File: src/rtl/fjpt_pkg.sv
package fjpt_pkg;

  localparam int unsigned MAX_DOC_BYTES = 65536;
  // byte counter has to be able to hold MAX_DOC_BYTES itself
  localparam int POS_W = $clog2(MAX_DOC_BYTES + 1);
  localparam int OFS_W = 16;

  localparam logic [7:0] CH_NUL    = 8'h00;
  localparam logic [7:0] CH_RBRACE = 8'h7D;
  localparam logic [7:0] CH_LBRACE = 8'h7B;
  localparam logic [7:0] CH_COLON  = 8'h3A;
  localparam logic [7:0] CH_COMMA  = 8'h2C;
  localparam logic [7:0] CH_QUOTE  = 8'h22;
  localparam logic [7:0] CH_SPACE  = 8'h20;

  typedef logic [POS_W-1:0] pos_t;
  typedef logic [OFS_W-1:0] ofs_t;

  typedef enum logic [1:0] {
    KIND_KEY   = 2'd0,
    KIND_VALUE = 2'd1,
    KIND_ERROR = 2'd2
  } kind_t;

  typedef enum logic [2:0] {
    ERR_NONE   = 3'd0,
    ERR_BRACE  = 3'd1,
    ERR_EMPTY  = 3'd2,
    ERR_CLOSE  = 3'd3,
    ERR_UNTERM = 3'd4,
    ERR_LONG   = 3'd5
  } err_t;

  typedef struct packed {
    logic [7:0] ch;
    logic       begin_req;
  } in_t;

  typedef struct packed {
    kind_t      kind;
    ofs_t       pair_index;
    ofs_t       span_start;
    ofs_t       span_end;
    logic       is_text;
    err_t       error_code;
    logic       done_res;
  } out_t;

  typedef struct packed {
    logic in_key;
    logic atom_open;
    logic string_open;
    logic finished;
    pos_t byte_pos;
    ofs_t key_begin;
    ofs_t value_begin;
    ofs_t last_nonspace;
    logic last_was_quote;
    ofs_t pair_count;
  } state_t;

  localparam state_t STATE_RESET = '{
    in_key:         1'b1,
    atom_open:      1'b0,
    string_open:    1'b0,
    finished:       1'b1,
    byte_pos:       '0,
    key_begin:      '0,
    value_begin:    '0,
    last_nonspace:  '0,
    last_was_quote: 1'b0,
    pair_count:     '0
  };

endpackage

File: src/rtl/fjpt_step.sv
module fjpt_step
  import fjpt_pkg::*;
(
  input  in_t    beat,
  input  state_t st,
  output state_t st_nxt,
  output logic   has_res,
  output out_t   res
);

  always_comb begin
    state_t s;
    err_t   err;
    logic   span_hit;
    logic   advance;
    kind_t  span_kind;
    ofs_t   span_begin;
    logic   span_done;

    s = st;
    if (beat.begin_req) begin
      s = STATE_RESET;
      s.finished = 1'b0;
    end
    st_nxt     = s;
    err        = ERR_NONE;
    span_hit   = 1'b0;
    advance    = 1'b0;
    span_kind  = KIND_KEY;
    span_begin = s.key_begin;
    span_done  = 1'b0;

    if (!s.finished) begin
      if (s.byte_pos >= pos_t'(MAX_DOC_BYTES)) begin
        err = ERR_LONG;
      end else if (beat.ch == CH_NUL) begin
        err = ERR_UNTERM;
      end else if (beat.ch == CH_RBRACE) begin
        if (s.string_open || s.in_key) begin
          err = ERR_BRACE;
        end else if (!s.atom_open) begin
          err = ERR_EMPTY;
        end else begin
          span_hit        = 1'b1;
          span_kind       = KIND_VALUE;
          span_begin      = s.value_begin;
          span_done       = 1'b1;
          st_nxt.finished = 1'b1;
        end
      end else if (beat.ch == CH_COLON && !s.string_open) begin
        if (!s.atom_open || !s.in_key) begin
          err = ERR_CLOSE;
        end else begin
          span_hit         = 1'b1;
          advance          = 1'b1;
          st_nxt.in_key    = 1'b0;
          st_nxt.atom_open = 1'b0;
        end
      end else if (beat.ch == CH_COMMA && !s.string_open) begin
        if (!s.atom_open || s.in_key) begin
          err = ERR_CLOSE;
        end else begin
          span_hit          = 1'b1;
          span_kind         = KIND_VALUE;
          span_begin        = s.value_begin;
          advance           = 1'b1;
          st_nxt.pair_count = s.pair_count + ofs_t'(1);
          st_nxt.atom_open  = 1'b0;
          st_nxt.in_key     = 1'b1;
        end
      end else begin
        advance = 1'b1;
        if (beat.ch == CH_QUOTE) begin
          st_nxt.string_open = !s.string_open;
        end else if ((beat.ch == CH_SPACE || beat.ch == CH_LBRACE) && !s.string_open) begin
          // skipped
        end else if (!s.atom_open) begin
          if (s.in_key) begin
            st_nxt.key_begin = ofs_t'(s.byte_pos);
          end else begin
            st_nxt.value_begin = ofs_t'(s.byte_pos);
          end
          st_nxt.atom_open = 1'b1;
        end
      end
    end

    if (advance) begin
      if (beat.ch != CH_SPACE) begin
        st_nxt.last_nonspace  = ofs_t'(s.byte_pos);
        st_nxt.last_was_quote = (beat.ch == CH_QUOTE);
      end
      st_nxt.byte_pos = s.byte_pos + pos_t'(1);
    end

    res.pair_index = s.pair_count;
    if (err != ERR_NONE) begin
      st_nxt.finished = 1'b1;
      has_res         = 1'b1;
      res.kind        = KIND_ERROR;
      res.span_start  = ofs_t'(s.byte_pos);
      res.span_end    = ofs_t'(s.byte_pos);
      res.is_text     = 1'b0;
      res.error_code  = err;
      res.done_res    = 1'b1;
    end else begin
      has_res        = span_hit;
      res.kind       = span_kind;
      res.span_start = span_begin;
      // a quoted span ends at its closing quote, a bare one just past its last byte
      res.span_end   = s.last_was_quote ? s.last_nonspace : s.last_nonspace + ofs_t'(1);
      res.is_text    = s.last_was_quote;
      res.error_code = ERR_NONE;
      res.done_res   = span_done;
    end
  end

endmodule

File: src/rtl/flat_json_pair_tokenizer_core.sv
// An accepted input beat passes the input register, then the output register, to reach out_valid/out_data.
// Throughput: one byte per cycle unless out_ready stalls the output; an input register feeds
// one pass of step logic that updates the parser state and loads the output register in the same cycle.
// Bytes that produce no result still pass through the step stage.
// Reset (rst_n low, synchronous) empties both registers and leaves the parser
// waiting for a beat with begin_req set.
module flat_json_pair_tokenizer_core
  import fjpt_pkg::*;
(
  input  logic clk,
  input  logic rst_n,
  input  logic in_valid,
  output logic in_ready,
  input  in_t  in_data,
  output logic out_valid,
  input  logic out_ready,
  output out_t out_data
);

  logic   in_valid_r;
  in_t    in_data_r;
  state_t st_r;
  state_t st_nxt;
  logic   out_valid_r;
  out_t   out_data_r;
  logic   step_has_res;
  out_t   step_res;
  logic   step_fire;

  assign step_fire = in_valid_r && (!out_valid_r || out_ready);
  assign in_ready  = !in_valid_r || step_fire;
  assign out_valid = out_valid_r;
  assign out_data  = out_data_r;

  fjpt_step u_step (
    .beat    (in_data_r),
    .st      (st_r),
    .st_nxt  (st_nxt),
    .has_res (step_has_res),
    .res     (step_res)
  );

  always_ff @(posedge clk) begin
    if (!rst_n) begin
      in_valid_r <= 1'b0;
    end else if (in_ready) begin
      in_valid_r <= in_valid;
    end
  end

  always_ff @(posedge clk) begin
    if (in_ready && in_valid) begin
      in_data_r <= in_data;
    end
  end

  always_ff @(posedge clk) begin
    if (!rst_n) begin
      st_r <= STATE_RESET;
    end else if (step_fire) begin
      st_r <= st_nxt;
    end
  end

  always_ff @(posedge clk) begin
    if (!rst_n) begin
      out_valid_r <= 1'b0;
    end else if (step_fire) begin
      out_valid_r <= step_has_res;
    end else if (out_ready) begin
      out_valid_r <= 1'b0;
    end
  end

  always_ff @(posedge clk) begin
    if (step_fire && step_has_res) begin
      out_data_r <= step_res;
    end
  end

`ifndef SYNTH
  a_pos_bound: assert property (@(posedge clk) disable iff (!rst_n)
    st_r.byte_pos <= pos_t'(MAX_DOC_BYTES))
    else $error("byte counter past document limit");

  a_err_shape: assert property (@(posedge clk) disable iff (!rst_n)
    (out_valid_r && out_data_r.kind == KIND_ERROR) |->
      (out_data_r.done_res && !out_data_r.is_text &&
       out_data_r.span_start == out_data_r.span_end &&
       out_data_r.error_code != ERR_NONE))
    else $error("malformed error beat");

  a_idle_hold: assert property (@(posedge clk) disable iff (!rst_n)
    (step_fire && st_r.finished && !in_data_r.begin_req) |=> $stable(st_r))
    else $error("parser state moved while waiting for begin");

  a_idle_quiet: assert property (@(posedge clk) disable iff (!rst_n)
    (step_fire && st_r.finished && !in_data_r.begin_req) |-> !step_has_res)
    else $error("result produced while waiting for begin");

  a_done_finished: assert property (@(posedge clk) disable iff (!rst_n)
    (out_valid_r && out_data_r.done_res) |-> st_r.finished)
    else $error("document end reported but parser still open");
`endif

endmodule
File: config.mk
export PLATFORM = sky130hd
export DESIGN_NAME = flat_json_pair_tokenizer_core
export DESIGN_NICKNAME = d
export VERILOG_FILES = /design/src/rtl/fjpt_pkg.sv /design/src/rtl/fjpt_step.sv /design/src/rtl/flat_json_pair_tokenizer_core.sv
export SDC_FILE = /design/constraint.sdc
export NUM_CORES = 1
export LEC_CHECK = 0
export BUFFER_PORTS_ARGS = -buffer_cell sky130_fd_sc_hd__clkbuf_2
export CAP_MARGIN = 20
export CORE_MARGIN = 2
export CORE_UTILIZATION = 52
export CTS_BUF_LIST = sky130_fd_sc_hd__clkbuf_16
export CTS_CLUSTER_SIZE = 20
export DETAILED_ROUTE_END_ITERATION = 12
export PLACE_DENSITY_LB_ADDON = 0.12
export SLEW_MARGIN = 15
export SYNTH_ARGS = -nofsm -noshare
export SYNTH_HDL_FRONTEND = slang
export SYNTH_SLANG_ARGS = --single-unit
export TNS_END_PERCENT = 20
File: constraint.sdc
create_clock -name clk -period 6.8 [get_ports clk]
set_clock_uncertainty 0.2 [all_clocks]
set_input_delay 1.02 -clock clk [delete_from_list [all_inputs] [get_ports clk]]
set_output_delay 1.02 -clock clk [all_outputs]
set_load 0.005 [all_outputs]
==> metrics.csv <==
metric;value;unit
Final period util;62.15;%
GRT Total Usage;27.23;%
# nets final;856;
Yosys reg bits;152;
num rows;43;
post_cts resized;0;
synth top area cells;edfxtp_1 (26%), dfxtp_1 (24%), nand2_1 (5.4%);
utilization after layout;60.84;%
Fin Setup TNS;0;ns
Tot Pwr;2.000;mW
Setup crit start kind;register;
TritonCTS clock tree;done;
met1 WL;9206;um
syn nets;811;
clock slew at reported path FFs;0.06;ns
first-pass GRT wire length;31410;um
YS warnings;0;
Syn Area/Cell;9.429;um2
Post-synth EDFFs;64;
Die Y;124.1;um
post-route ant nets;0;
CTS Sinks;152;
CTS buffer count;17;
synthesis-to-finish area growth;13.54;%
clk root buf;clkbuf_16;
pwr/cell area;235.0;nW/um2
post-synthesis cell area;7496;um2
Final WS setup;2.574;ns
Setup Buffers After CTS;0;
final setup violation count;0;
DRT Pass-1 Iters;5;
hold buffer count at cts;0;
Synth area leader;edfxtp_1;
Crit Path Class;register to register;
RSZ-0062 raised after global routing;no;
vias in the first global route;5739;
share of cells above drive strength 1;14.89;%
H-tree depth;4;
HPWL Detailed;13960;um
DRT iter0 DRCs;601;
DR vias;6303;
async set or reset register ratio after synthesis;0;%
max cap viols;0;
top_reg_cell synth;dfxtp_1;
Crit Path Max Fanout;55;
Hold Path Class;register to register;
core area;13990;um2
Critical Path RT;6.66;ns
measured slew at the worst slew-check pin;1.010;ns
arrival time worst endpoint;4.08;ns
outcome;complete, no violations;
post-place setup slack;2.597;ns
final WL;20140;um
Residual DRC;0;
Static Leak;3.008;nW
Starting Density;53.59;%
Max Clk Rate;0.2366;GHz
wire length on met3;1553;um
antenna violations before repair;0;
Seq/Total Area, Yosys;49.14;%
worst hold slack;0.2571;ns
met2 WL;9114;um
Die Wd;124.1;um
Final min period;4.226;ns
Die Area;15390;um2
CP endpoint kind;register;
Final Hold Viols;0;
Routed wire per std cell;19.48;um
Port Buf Inserts;69;
Ports;70;
Synth top area share;25.64;%
global route total overflow;0;
vias per cell;6.096;
Synth cell types;75;
Synth Instances;795;
clk buf depth;2;
max-slew violations;0;
Clock Latency Late Sink;0.43;ns
top layer in use;met4;
largest net degree at the start of global routing;56;
Max IR drop VDD;185.0;uV
normalized max-slew margin;32.41;%
GPL Wtd Cong;0.9239;
-- final cells by class --
type	count	area, um2
clock buffer	19	475.5
clock inverter	13	111.4
multi-input combinational	581	3572
tap	180	225.2
inverter	12	45.04
timing repair buffer	76	395.4
fill	1209	5478
sequential	152	3684
antenna	1	2.502
-- worst max-delay path, cell delays in order, from the launching register on --
cell	delay [ns]
edfxtp_1	0.39
buf_4	0.26
inv_1	0.59
nand2_1	0.19
a21oi_1	0.36
a21o_1	0.17
o32ai_4	0.08
buf_4	0.29
inv_2	0.37
nor2_1	0.17
nor2_4	0.10
buf_4	0.59
-- worst paths after layout --
check / startpoint / to / slack, ns / cells after the start
hold / removal: st_r[61] / st_r[61] / 0.26 / 2
hold reg to reg: st_r[61] / st_r[61] / 0.26 / 2
setup / recovery: in_data_r[0] / out_data[25] / 2.57 / 11
setup reg to reg: in_data_r[0] / out_data[25] / 2.57 / 11
-- registers in the layout, indices dropped and copies added (netlist names) --
register / cells
in_valid_r: 1
out_valid: 1
st_r: 86
out_data: 55
in_data_r: 9
-- synth_stat cells, types with 22 or more instances --
master / number
nand3_1: 39
clkbuf_1: 36
a21oi_1: 31
nor2b_1: 33
a22o_1: 22
xnor2_1: 24
o21ai_0: 36
and2_1: 25
dfxtp_1: 88
nor2_1: 48
edfxtp_1: 64
nand2_1: 107
-- placed cells by master (no fill, tap or decap), drive strengths merged, types with 4 or more instances in the layout --
| cell type | count |
|---|---|
| a211oi | 4 |
| a21boi | 6 |
| a21o | 9 |
| a21oi | 31 |
| a22o | 22 |
| a31oi | 6 |
| a32o | 11 |
| and2 | 26 |
| and3 | 12 |
| buf | 7 |
| clkbuf | 88 |
| dfxtp | 88 |
| edfxtp | 64 |
| inv | 20 |
| mux2i | 11 |
| nand2 | 107 |
| nand2b | 6 |
| nand3 | 39 |
| nand3b | 4 |
| nand4 | 12 |
| nor2 | 49 |
| nor2b | 34 |
| nor3 | 24 |
| nor3b | 4 |
| nor4 | 8 |
| o211ai | 7 |
| o21a | 6 |
| o21ai | 46 |
| o22ai | 4 |
| o2bb2ai | 4 |
| or3 | 8 |
| xnor2 | 24 |
| xor2 | 7 |
-- per-stage QoR --
stage / std cells / instance area, um2
after floorplan: 795 / 7496
after global placement: 1000 / 7916
after detailed placement: 1000 / 7916
after CTS: 1032 / 8503
after global routing: 1033 / 8508
final: 1034 / 8511
-- layer usage --
layer  GRT usage (%)  up-vias
li1                -     2999
met1           38.83     3019
met2           40.57      259
met3           7.005       26
met4           8.287        0
met5               0        -
-- logic make-up (layout without fill, tap and decap cells) --
logic type | Yosys count | count (layout) | synth area share, %
compound gates | 187 | 187 | 17.69
xor+xnor | 31 | 31 | 3.622
fa+ha+maj | 3 | 3 | 0.5008
buf+inv | 62 | 120 | 3.338
flops | 152 | 152 | 49.14
mux | 11 | 11 | 1.469
other cells | 0 | 1 | 0
simple gates | 349 | 349 | 24.24
-- where the power goes --
group	internal [mW]	switching, mW	leakage (nW)
Clock	0.574	0.363	0.314
Sequential	0.953	0.0123	1.23
Combinational	0.0275	0.0699	1.46
Total	1.56	0.445	3.01
Power figures use the tool's default switching activity.
